## src/design/dpwp_pkg.sv

```systemverilog
package dpwp_pkg;

    // register indexes on the configuration port
    localparam logic [2:0] REG_INV_FOCAL_X = 3'd0;
    localparam logic [2:0] REG_INV_FOCAL_Y = 3'd1;
    localparam logic [2:0] REG_CENTER_X    = 3'd2;
    localparam logic [2:0] REG_CENTER_Y    = 3'd3;
    localparam logic [2:0] REG_POSE_ROW_X  = 3'd4;
    localparam logic [2:0] REG_POSE_ROW_Y  = 3'd5;
    localparam logic [2:0] REG_POSE_ROW_Z  = 3'd6;

    // reset values
    localparam logic [23:0] RST_INV_FOCAL = 24'd33554;
    localparam logic [15:0] RST_CENTER_X  = 16'd5120;
    localparam logic [15:0] RST_CENTER_Y  = 16'd3840;
    localparam logic [63:0] RST_POSE_X    = 64'd16384;
    localparam logic [63:0] RST_POSE_Y    = 64'd1073741824;
    localparam logic [63:0] RST_POSE_Z    = 64'd70368744177664;

    // kept pixel passed from front to back
    typedef struct packed {
        logic [11:0] row;
        logic [11:0] col;
        logic [15:0] depth;
        logic [7:0]  blue;
        logic [7:0]  green;
        logic [7:0]  red;
    } pix_t;

    // configuration seen by the back part
    typedef struct packed {
        logic [23:0] inv_focal_x;
        logic [23:0] inv_focal_y;
        logic [15:0] center_x;
        logic [15:0] center_y;
        logic [63:0] pose_x;
        logic [63:0] pose_y;
        logic [63:0] pose_z;
    } cfg_t;

    // world point with colour
    typedef struct packed {
        logic [7:0]         red;
        logic [7:0]         green;
        logic [7:0]         blue;
        logic signed [31:0] wz;
        logic signed [31:0] wy;
        logic signed [31:0] wx;
    } pt_t;

endpackage

```

## src/design/dpwp_regs.sv

```systemverilog
module dpwp_regs (
    input  logic            clk,
    input  logic            rst_n,
    input  logic            psel,
    input  logic            penable,
    input  logic            pwrite,
    input  logic [5:0]      paddr,
    input  logic [63:0]     pwdata,
    output logic [63:0]     prdata,
    output dpwp_pkg::cfg_t  cfg
);

    dpwp_pkg::cfg_t cfg_reg;
    logic [2:0]     idx;
    logic           wr;

    assign idx  = paddr[5:3];
    assign wr   = psel && penable && pwrite;
    assign cfg  = cfg_reg;

    // register write
    always_ff @(posedge clk or negedge rst_n)
    begin
        if (!rst_n)
        begin
            cfg_reg <= '{inv_focal_x: dpwp_pkg::RST_INV_FOCAL,
                         inv_focal_y: dpwp_pkg::RST_INV_FOCAL,
                         center_x: dpwp_pkg::RST_CENTER_X, center_y: dpwp_pkg::RST_CENTER_Y,
                         pose_x: dpwp_pkg::RST_POSE_X, pose_y: dpwp_pkg::RST_POSE_Y,
                         pose_z: dpwp_pkg::RST_POSE_Z};
        end
        else if (wr)
        begin
            unique case (idx)
                dpwp_pkg::REG_INV_FOCAL_X: cfg_reg.inv_focal_x <= pwdata[23:0];
                dpwp_pkg::REG_INV_FOCAL_Y: cfg_reg.inv_focal_y <= pwdata[23:0];
                dpwp_pkg::REG_CENTER_X:    cfg_reg.center_x    <= pwdata[15:0];
                dpwp_pkg::REG_CENTER_Y:    cfg_reg.center_y    <= pwdata[15:0];
                dpwp_pkg::REG_POSE_ROW_X:  cfg_reg.pose_x      <= pwdata;
                dpwp_pkg::REG_POSE_ROW_Y:  cfg_reg.pose_y      <= pwdata;
                dpwp_pkg::REG_POSE_ROW_Z:  cfg_reg.pose_z      <= pwdata;
                default: ;
            endcase
        end
    end

    // register read
    always_comb
    begin
        unique case (idx)
            dpwp_pkg::REG_INV_FOCAL_X: prdata = {40'd0, cfg_reg.inv_focal_x};
            dpwp_pkg::REG_INV_FOCAL_Y: prdata = {40'd0, cfg_reg.inv_focal_y};
            dpwp_pkg::REG_CENTER_X:    prdata = {48'd0, cfg_reg.center_x};
            dpwp_pkg::REG_CENTER_Y:    prdata = {48'd0, cfg_reg.center_y};
            dpwp_pkg::REG_POSE_ROW_X:  prdata = cfg_reg.pose_x;
            dpwp_pkg::REG_POSE_ROW_Y:  prdata = cfg_reg.pose_y;
            dpwp_pkg::REG_POSE_ROW_Z:  prdata = cfg_reg.pose_z;
            default:                   prdata = 64'd0;
        endcase
    end

endmodule

```

## config.mk

```make
export PLATFORM = sky130hd
export DESIGN_NAME = dpwp_regs
export DESIGN_NICKNAME = d
export VERILOG_FILES = /design/src/design/dpwp_pkg.sv /design/src/design/dpwp_regs.sv
export SDC_FILE = /design/constraint.sdc
export NUM_CORES = 1
export LEC_CHECK = 0
export BUFFER_PORTS_ARGS = -buffer_cell sky130_fd_sc_hd__buf_2
export CAP_MARGIN = 0
export CORE_MARGIN = 3
export CORE_UTILIZATION = 55
export DETAILED_ROUTE_END_ITERATION = 12
export HOLD_SLACK_MARGIN = 0.03
export PLACE_DENSITY_LB_ADDON = 0.2
export SLEW_MARGIN = 20
export SYNTH_ARGS = -nofsm -noshare
export SYNTH_HDL_FRONTEND = slang
export SYNTH_SLANG_ARGS = --single-unit
```

## constraint.sdc

```tcl
create_clock -name clk -period 3.89 [get_ports clk]
set_input_delay 0.778 -clock clk [delete_from_list [all_inputs] [get_ports clk]]
set_output_delay 0.778 -clock clk [all_outputs]
set_load 0.005 [all_outputs]
```

==> impl_metrics.tcl <==
set metrics [dict create \
    power_density_nw_per_um2 541 \
    period_needed_ps 3170 \
    r2r_slack_ps 3060 \
    path_clk_slew_ps 60 \
    die_w_um 158 \
    start_util 0.563 \
    p_leak_nw 8.17 \
    setup_slack_ps 724 \
    clkSinkCount 272 \
    die_y_um 158 \
    largest_reg_flops 272 \
    cpPeakStageDelay_ps 430 \
    fin_nets 1421 \
    setup_viol_count_final 0 \
    min_path_type "in -> async" \
    synth_top_family_by_area "multiplexers" \
    fmax_ghz 0.316 \
    worstPathMaxFanout 41 \
    postCtsResizedCells 0 \
    root_buffer "clkbuf_16" \
    multi_input_area_um2 5650 \
    antenna_found_initial 1 \
    grt_max_degree 90 \
    synth_mux_area_frac 0.312 \
    synth_fa_ha_area_frac 0 \
    setup_tns_ps 0 \
    ff2ff_path_depth 1 \
    mostFrequentLayoutCells "buf_2, dfrtp_1, mux2_2" \
    drt-initial-drc-count 556 \
    dieArea_um2 25100 \
    synthCells 955 \
    fin_crit_sh 0.814 \
    synth_seq_cells 272 \
    track_usage 0.285 \
    vias 9531 \
    place.gp.congestion 0.817 \
    seq_area_um2 6830 \
    critPathArrivalTime_ps 2390 \
    ir_drop_mv 0.441 \
    grt_pass1_vias 9518 \
    cap_viol_max_count 0 \
    drive_gt1_frac 0.585 \
    layout_commonest_cell "buf_2" \
    synth.distinct_cells 36 \
    viasPerCell 5.76 \
    yosysWarnings 0 \
    detail-route-antenna-nets 0 \
    cts-buffers-inserted 29 \
    yosys.area_share.simple 0.0697 \
    synthXorXnorAreaFrac 0 \
    syn_to_final_growth_pct 27.0 \
    dpl.hpwl_um 24700 \
    reg2reg_from "cfg[264]$_DFFE_PN0P_" \
    grt_pass1_wl_um 55700 \
    fin_skew_ps 0 \
    cp-end-kind "primary output" \
    synth_compound_area_frac 0.0583 \
    r2r-end "cfg[264]$_DFFE_PN0P_" \
    htreeDepth 1 \
    rsz0062_at_grt "no" \
    crit_required_ps 3110 \
    cts_tree "built" \
    rows 55 \
    detail_route.wl_per_cell_um 22.3 \
    core_um2 22700 \
    cp_common_cell "buf_4" \
    drc 0 \
    maxSlewHeadroom 0.285 \
    insertion_delay_ps 520 \
    hold_viol_final 0 \
    fillerInstances 1650 \
    worst_slew_pin_slew_ps 1070 \
    synth_nets 1030 \
    crit_chain "buf_4 -> buf_4 -> mux2_2 -> nand2_1 -> o221ai_1 -> buf_2" \
    routed_wl_um 36900 \
    synth.avg_cell_area_um2 13.4 \
    syn_area_um2 12800 \
    gr-total-overflow 0 \
    path_class "in -> out" \
    port_buffers 407 \
    power_mw 8.77 \
    post_cts.repair.setup_buffers 0 \
    cp_slowest_cell "buf_4" \
    clk_path_buf_depth 3 \
    place_ws_ps 743 \
    slew_viol_final 0 \
    synth.yosys.seq_area_share 0.534 \
    cts-hold-fix-buffers 0 \
    drtPass1Iterations 4 \
    cp-start-kind "input pin" \
    io_pins 411 \
    status "completed" \
]
-- final cells by class --
cell class	count	area share
Antenna cell	1	0.000154
Multi-Input combinational cell	612	0.348
Sequential cell	272	0.421
Timing Repair Buffer	431	0.143
Clock buffer	40	0.0522
Clock inverter	13	0.0135
Tap cell	285	0.0220
-- critical path, delay by kind of cell --
kind,cells,cell delay [ps]
buffers and inverters,3,980
muxes,1,380
AOI/OAI and AO/OA,1,120
and+or+nand+nor,1,70
-- report_power, final --
| group | switching [mW] | internal, mW | total [mW] | leakage, nW |
|---|---|---|---|---|
| clock network | 1.11 | 1.91 | 3.02 | 0.531 |
| logic | 0.861 | 1.05 | 1.92 | 4.20 |
| registers | 0.422 | 3.42 | 3.84 | 3.43 |
| total | 2.40 | 6.38 | 8.77 | 8.17 |
-- per-stage QoR --
stage | cell area, um2 | std cells | utilization | hold WS, ps
floorplan | 12800 | 955 | - | 482
global placement | 15200 | 1600 | 0.668 | 485
detailed placement | 15200 | 1600 | 0.668 | 496
CTS | 16200 | 1653 | 0.715 | 281
global route | 16200 | 1653 | 0.715 | 293
finish | 16200 | 1654 | 0.715 | 242
-- cell usage after synthesis, drive strengths merged --
| master | number | area [um2] |
|---|---|---|
| nand2 | 50 | 188 |
| dfstp | 19 | 499 |
| a221oi | 1 | 8.76 |
| nor2b | 2 | 12.5 |
| and3b | 1 | 8.76 |
| mux2 | 281 | 3160 |
| nor2 | 9 | 46.3 |
| nand3 | 6 | 30.0 |
| mux2i | 82 | 821 |
| a31oi | 3 | 18.8 |
| nand3b | 10 | 75.1 |
| o221ai | 6 | 52.6 |
| o211a | 10 | 100 |
| a21o | 2 | 15.0 |
| nand4 | 1 | 12.5 |
| or2 | 40 | 250 |
| o21a | 17 | 128 |
| nor3 | 3 | 20.0 |
| o21ai | 10 | 50.1 |
| nand4b | 21 | 190 |
| or3 | 1 | 6.26 |
| a21boi | 42 | 315 |
| o22a | 2 | 17.5 |
| o211ai | 3 | 22.5 |
| o2bb2ai | 2 | 17.5 |
| buf | 46 | 235 |
| dfrtp | 253 | 6330 |
| clkbuf | 25 | 93.8 |
| nand2b | 4 | 25.0 |
| nor4b | 3 | 26.3 |
-- how the worst max path moves through the flow --
stage | startpoint | to | slack, ps | cells past startpoint
final | paddr[4] | prdata[5] | 720 | 6
after floorplan | paddr[4] | prdata[24] | 1300 | 6
after CTS | paddr[4] | prdata[5] | 730 | 6
after global placement | paddr[4] | prdata[7] | 780 | 6
after detailed placement | paddr[4] | prdata[1] | 740 | 6
after global routing | paddr[4] | prdata[1] | 640 | 6
-- routing by layer --
layer	vias up	track usage	wire length (um)
li1	4241	-	-
met1	4865	0.365	14700
met2	371	0.486	18300
met3	54	0.0750	2980
met4	0	0.0721	813
met5	-	0	0
-- logic make-up (layout without fill, tap and decap cells) --
family                 Yosys count  after routing
and+or+nand+nor                151            151
buffers and inverters           71            484
muxes                          363            363
other                            0              1
DFF                            272            272
AOI/OAI and AO/OA               98             98
Power figures use the tool's default switching activity.
