--- config.mk ---
export PLATFORM = sky130hd
export DESIGN_NAME = dpwp_front
export DESIGN_NICKNAME = d
export VERILOG_FILES = /design/src/design/dpwp_pkg.sv /design/src/design/dpwp_front.sv
export SDC_FILE = /design/constraint.sdc
export NUM_CORES = 1
export LEC_CHECK = 0
export ABC_AREA = 1
export BUFFER_PORTS_ARGS = -buffer_cell sky130_fd_sc_hd__buf_2
export CAP_MARGIN = 20
export CELL_PAD_IN_SITES_DETAIL_PLACEMENT = 0
export CELL_PAD_IN_SITES_GLOBAL_PLACEMENT = 2
export CORE_MARGIN = 2
export CORE_UTILIZATION = 34
export DETAILED_ROUTE_END_ITERATION = 6
export GPL_ROUTABILITY_DRIVEN = 0
export PLACE_DENSITY = 0.91
export SKIP_CTS_REPAIR_TIMING = 1
export SLEW_MARGIN = 10
export SYNTH_ARGS = -nofsm -noshare
export SYNTH_HDL_FRONTEND = slang
export SYNTH_SLANG_ARGS = --single-unit
--- constraint.sdc ---
create_clock -name clk -period 4.45 [get_ports clk]
set_clock_uncertainty 0.1 [all_clocks]
set_input_delay 0.89 -clock clk [delete_from_list [all_inputs] [get_ports clk]]
set_output_delay 0.89 -clock clk [all_outputs]
set_load 0.02 [all_outputs]
--- src/design/dpwp_pkg.sv ---
package dpwp_pkg;

    // register indexes on the configuration port
    localparam logic [2:0] REG_INV_FOCAL_X = 3'd0;
    localparam logic [2:0] REG_INV_FOCAL_Y = 3'd1;
    localparam logic [2:0] REG_CENTER_X    = 3'd2;
    localparam logic [2:0] REG_CENTER_Y    = 3'd3;
    localparam logic [2:0] REG_POSE_ROW_X  = 3'd4;
    localparam logic [2:0] REG_POSE_ROW_Y  = 3'd5;
    localparam logic [2:0] REG_POSE_ROW_Z  = 3'd6;

    // reset values
    localparam logic [23:0] RST_INV_FOCAL = 24'd33554;
    localparam logic [15:0] RST_CENTER_X  = 16'd5120;
    localparam logic [15:0] RST_CENTER_Y  = 16'd3840;
    localparam logic [63:0] RST_POSE_X    = 64'd16384;
    localparam logic [63:0] RST_POSE_Y    = 64'd1073741824;
    localparam logic [63:0] RST_POSE_Z    = 64'd70368744177664;

    // kept pixel passed from front to back
    typedef struct packed {
        logic [11:0] row;
        logic [11:0] col;
        logic [15:0] depth;
        logic [7:0]  blue;
        logic [7:0]  green;
        logic [7:0]  red;
    } pix_t;

    // configuration seen by the back part
    typedef struct packed {
        logic [23:0] inv_focal_x;
        logic [23:0] inv_focal_y;
        logic [15:0] center_x;
        logic [15:0] center_y;
        logic [63:0] pose_x;
        logic [63:0] pose_y;
        logic [63:0] pose_z;
    } cfg_t;

    // world point with colour
    typedef struct packed {
        logic [7:0]         red;
        logic [7:0]         green;
        logic [7:0]         blue;
        logic signed [31:0] wz;
        logic signed [31:0] wy;
        logic signed [31:0] wx;
    } pt_t;

endpackage

--- src/design/dpwp_front.sv ---
module dpwp_front #(
    parameter int STEP       = 3,
    parameter int MIN_DEPTH  = 10,
    parameter int COORD_BITS = 12
) (
    input  logic            clk,
    input  logic            rst_n,
    input  logic            in_valid,
    input  dpwp_pkg::pix_t  in_pix,
    output logic            in_ready,
    output logic            q_valid,
    output dpwp_pkg::pix_t  q_pix,
    input  logic            q_ready
);

    localparam int SDIV = (STEP < 1) ? 1 : STEP;
    localparam logic [11:0] CMASK = 12'((1 << COORD_BITS) - 1);
    // reciprocal of the step, exact floor for every 12-bit coordinate
    localparam int RSH = 17;
    localparam logic [17:0] RECIP = 18'(((1 << RSH) + SDIV - 1) / SDIV);

    // two-entry queue
    dpwp_pkg::pix_t mem_reg [2];
    logic       wp_reg, rp_reg;
    logic [1:0] cnt_reg;

    logic [11:0] row_m, col_m;
    logic [29:0] row_p, col_p;
    logic [11:0] row_q, col_q;
    logic        keep, push, pop;

    // grid and depth test, the quotient comes from a reciprocal multiply
    always_comb
    begin
        row_m = in_pix.row & CMASK;
        col_m = in_pix.col & CMASK;
        row_p = 30'(row_m) * 30'(RECIP);
        col_p = 30'(col_m) * 30'(RECIP);
        row_q = row_p[RSH +: 12];
        col_q = col_p[RSH +: 12];
        keep  = ((row_q * 12'(SDIV)) == row_m) && ((col_q * 12'(SDIV)) == col_m)
              && (in_pix.depth != 16'd0) && ({16'd0, in_pix.depth} >= 32'(MIN_DEPTH));
    end

    assign in_ready = (cnt_reg != 2'd2);
    assign push     = in_valid && in_ready && keep;
    assign q_valid  = (cnt_reg != 2'd0);
    assign pop      = q_valid && q_ready;
    assign q_pix    = mem_reg[rp_reg];

    // queue storage
    always_ff @(posedge clk)
    begin
        if (push)
        begin
            mem_reg[wp_reg] <= '{row: row_m, col: col_m, depth: in_pix.depth,
                                 blue: in_pix.blue, green: in_pix.green, red: in_pix.red};
        end
    end

    // queue pointers
    always_ff @(posedge clk or negedge rst_n)
    begin
        if (!rst_n)
        begin
            wp_reg  <= 1'b0;
            rp_reg  <= 1'b0;
            cnt_reg <= 2'd0;
        end
        else
        begin
            if (push)
            begin
                wp_reg <= ~wp_reg;
            end
            if (pop)
            begin
                rp_reg <= ~rp_reg;
            end
            cnt_reg <= cnt_reg + 2'(push) - 2'(pop);
        end
    end

endmodule

==> results of run 1 <==
-- cell usage after synthesis (all sizes together) --
| library cell | instances | area, sq um |
|---|---|---|
| a211oi | 1 | 7.51 |
| a21o | 8 | 60.1 |
| a21oi | 58 | 298 |
| a221oi | 1 | 8.76 |
| a31oi | 2 | 12.5 |
| and2 | 1 | 6.26 |
| and3 | 2 | 12.5 |
| buf | 4 | 15.0 |
| clkbuf | 11 | 42.5 |
| dfrtp | 4 | 100 |
| edfxtp | 128 | 3840 |
| fa | 92 | 1840 |
| ha | 166 | 2080 |
| inv | 261 | 980 |
| nand2 | 417 | 1570 |
| nand3 | 50 | 260 |
| nand3b | 6 | 45.0 |
| nand4 | 15 | 100 |
| nor2 | 87 | 337 |
| nor3 | 7 | 40.0 |
| nor4 | 1 | 6.26 |
| o2111ai | 1 | 8.76 |
| o211ai | 3 | 22.5 |
| o21a | 2 | 15.0 |
| o21ai | 24 | 120 |
| o21bai | 6 | 48.8 |
| or2 | 2 | 12.5 |
| or2b | 1 | 7.51 |
| xnor2 | 11 | 96.3 |
| xnor3 | 1 | 23.8 |
| xor2 | 30 | 263 |
-- per-layer routing --
layer / vias to the layer above / routed length, um / global-route usage, %
met5: - / 0 / 0
li1: 5253 / - / -
met4: 0 / 477 / 3.65
met1: 4874 / 15300 / 23.1
met3: 33 / 1150 / 1.70
met2: 198 / 15900 / 28.7
-- layout make-up --
cell class	count	area, sq um
multi-input combinational	995	8420
inverter	261	980
clock buffer	18	429
tap	461	577
timing repair buffer	388	2880
sequential	132	3950
fill	3318	18100
clock inverter	12	181
-- worst max path at each step --
stage,from,to,slack (ps),cells past startpoint
floorplan,in_pix[61],mem_reg[0][0],-2970,31
global placement,in_pix[57],mem_reg[0][42],-3030,37
detailed placement,in_pix[63],mem_reg[0][44],-3070,36
CTS,in_pix[63],mem_reg[0][50],-2670,38
global route,in_pix[51],mem_reg[0][24],-2730,34
finish,in_pix[63],mem_reg[0][8],-2410,30
-- critical path: cells and delay by family --
family	cells	cell delay [ps]
fa+ha+maj	7	2570
compound gates	7	1230
buf+inv	10	1130
simple gates	4	600
xor+xnor	2	430
-- per-stage QoR --
stage | setup TNS, ps | instances | utilization (%) | hold WS (ps) | area [sq um]
final | -311840 | 2267 | 49.0 | 188 | 17400
after global routing | -354480 | 2267 | 49.0 | 180 | 17400
after CTS | -345480 | 2233 | 45.5 | 171 | 16200
after detailed placement | -399120 | 2203 | 43.8 | 428 | 15600
after global placement | -392670 | 2203 | 43.8 | 419 | 15600
after floorplan | -384870 | 1403 | - | 392 | 12700
-- cells by family (layout without fill, tap and decap cells) --
kind of cell / after synthesis / after routing / share of synthesized area, %
adders and majority gates: 258 / 258 / 31.9
and+or+nand+nor: 589 / 589 / 19.5
DFF: 132 / 132 / 32.1
xor gates and xnor gates: 42 / 42 / 3.12
buffers and inverters: 276 / 679 / 8.44
AOI/OAI and AO/OA: 106 / 106 / 4.90
==> impl_metrics.ini, run 1 <==
[sta]
report.final.hold_viol_count = 0
slew_viol_final = 0
timing.slew.headroom_pct = 54.9
rsz0062_at_grt = yes
setup_viol = 131
tightestPinTransition_ps = 676
finalCriticalPeriod_ps = 6860
max_freq_ghz = 0.146
fin_crit_sh_pct = 154
setup_slack_ps = -2410

[critical_path]
reg2reg_depth = 16
slowest_delay_ps = 550
cp-start-kind = input port
r2r_start = cnt_reg[0]
reg2reg_slack_ps = 1930
critPathArrivalTime_ps = 6870
cp.required_ps = 4470
crit_fanout = 9
crit_slowest_cell = fa_1
crit_type = input port to register
end_kind = register
r2r-end = mem_reg[0][8]

[run_status]
failed_checks = negative setup slack
status = finished, violations left

[clock_network]
cts-root-buf = clkbuf_16
cts.sinks = 132
cts_tree = yes
htree_levels = 4
clockBufferDepth = 2
clk_latency_ps = 400
numCtsBuffers = 17
cts.clk_slew.worst_paths_ps = 60

[synth]
synth-seq-cells = 132
yosys.cell_types.count = 41
syn_area_per_cell_sq_um = 8.76
seq_area_frac_synth_pct = 32.1
yosysWarnings = 0
synth.cell_area_sq_um = 12300
syn_nets = 1729
syn-instance-count = 1403

[cells_and_area]
final_common_cell = nand2_1
drive_gt1_share_pct = 33.9
antenna_cells = 0
largest_register_ffs = 128
area_delta_synth_final_pct = 41.8
final_nets = 2121
final_cell_mix = nand2_1, inv_1, buf_4

[global_routing]
grt_overflow = 0
grt_pass1_wl_mm = 51.5
grt.total_usage_pct = 16.8
grt_antenna_before_repair = 1
grt_max_degree = 66
grt_pass1_vias = 10400

[routing]
viasPerCell = 4.57
vias = 10400
wl_per_cell_um = 14.5
routed_wl_mm = 32.9
postRouteAntennaNets = 0
dr.pass1.iters = 5
route.detailed.drc = 0
drt-initial-drc-count = 381

[floorplanning]
pin_count = 134
die-area_sq_um = 37700
die_h_um = 194
dieWidth_um = 194
row_count = 69
start_util_pct = 34.5
core_sq_um = 35600

[place]
dp_hpwl_mm = 26.7
pre_cts_ws_ps = -3070
io_buffers = 133

[worst_hold_path]
hp-class = input port to asynchronous set/reset pin

[flow_run]
maxCapViolations = 0
Power of run 1 is left out: the tool's default activity adds up to more than one toggle a clock period on the data nets, which glitch-free logic cannot reach.
==> run 2: changes to the inputs <==
--- a/config.mk
+++ b/config.mk
@@ -12,6 +12,7 @@
 export CELL_PAD_IN_SITES_GLOBAL_PLACEMENT = 2
 export CORE_MARGIN = 2
 export CORE_UTILIZATION = 34
+export CTS_BUF_LIST = sky130_fd_sc_hd__clkbuf_16
 export DETAILED_ROUTE_END_ITERATION = 6
 export GPL_ROUTABILITY_DRIVEN = 0
 export PLACE_DENSITY = 0.91
==> impl_metrics.ini, run 2 (same netlist as run 1, synthesis figures left out) <==
[critical_path]
cp.required_ps = 4470
crit_slowest_cell = fa_1
slowest_delay_ps = 550
critPathArrivalTime_ps = 6870
crit_fanout = 9
crit_type = input port to register
cp-start-kind = input port
end_kind = register

[routing]
drt-initial-drc-count = 384
dr.pass1.iters = 4
wl_per_cell_um = 14.5
route.detailed.drc = 0
viasPerCell = 4.57
postRouteAntennaNets = 0
vias = 10400
routed_wl_mm = 32.8

[clock_network]
clockBufferDepth = 2
numCtsBuffers = 17
cts.clk_slew.worst_paths_ps = 60
clk_latency_ps = 400
cts_tree = yes
htree_levels = 4
cts-root-buf = clkbuf_16
cts.sinks = 132

[global_routing]
grt_pass1_vias = 10400
met3_usage_pct = 1.70
grt_pass1_wl_mm = 51.5
globalRouteMet1Util_pct = 23.1
grt_overflow = 0
grtUsageMet2_pct = 28.7
grt.total_usage_pct = 16.8
grt_antenna_before_repair = 1
top_usage_layer = met2
grt_max_degree = 66

[sta]
tightestPinTransition_ps = 676
report.final.hold_viol_count = 0
rsz0062_at_grt = yes
timing.slew.headroom_pct = 54.9
setup_viol = 131
max_freq_ghz = 0.146
fin_crit_sh_pct = 154
finalCriticalPeriod_ps = 6850
slew_viol_final = 0
setup_slack_ps = -2400

[cells_and_area]
area_delta_synth_final_pct = 41.8
drive_gt1_share_pct = 33.9
fillers = 3318
final_cell_mix = nand2_1, inv_1, buf_4
instances_no_fill = 2267
antenna_cells = 0
final_common_cell = nand2_1
final_nets = 2121
largest_register_ffs = 128

[floorplanning]
pin_count = 134
dieWidth_um = 194
die-area_sq_um = 37700
start_util_pct = 34.5
row_count = 69
die_h_um = 194
core_sq_um = 35600

[flow_run]
maxCapViolations = 0

[place]
io_buffers = 133
pre_cts_ws_ps = -3070
dp_hpwl_mm = 26.7
dp.cells = 2203

[run_status]
status = finished, violations left
failed_checks = negative setup slack

[worst_hold_path]
hp-class = input port to asynchronous set/reset pin
==> run 2: cell type report <==
class	instances	area (sq um)	area share (%)
Tap cell	461	577	3.31
Inverter	261	980	5.62
Clock inverter	13	185	1.06
Clock buffer	17	425	2.44
Timing Repair Buffer	388	2880	16.6
Multi-Input combinational cell	995	8420	48.4
Sequential cell	132	3950	22.6
==> run 2: final timing paths <==
path / from / endpoint / slack (ps) / cells after the start
max in group asynchronous: rst_n / rp_reg / 3920 / 1
max: in_pix[63] / mem_reg[0][8] / -2400 / 30
min in group clk: wp_reg / wp_reg / 470 / 2
max reg2reg: cnt_reg[0] / mem_reg[0][8] / 1930 / 16
min reg2reg: wp_reg / wp_reg / 470 / 2
min: rst_n / wp_reg / 190 / 1
==> run 2: worst max-delay path: cells and delay by family <==
| family | cells | cell delay [ps] |
|---|---|---|
| buffers and inverters | 10 | 1130 |
| xor gates and xnor gates | 2 | 430 |
| and+or+nand+nor | 4 | 590 |
| AOI/OAI and AO/OA | 7 | 1230 |
| adders and majority gates | 7 | 2570 |
==> run 2: stage by stage <==
stage / setup TNS (ps) / area, sq um / hold WS, ps / utilization [%]
2_1_floorplan: -384870 / 12700 / 392 / -
3_3_place_gp: -392670 / 15600 / 419 / 43.8
3_5_place_dp: -399120 / 15600 / 428 / 43.8
4_1_cts: -345480 / 16200 / 171 / 45.5
5_1_grt: -354480 / 17400 / 180 / 49.0
6_report: -311600 / 17400 / 188 / 49.0
==> run 2: per-layer routing <==
metal  vias up  routed length, um  share of wire (%)
li1       5252                  -                  -
met3        33               1120                3.4
met5         -                  0                  0
met2       197              15900                 48
met4         0                477                1.5
met1      4876              15300                 47
Power of run 2 is left out for the same reason.
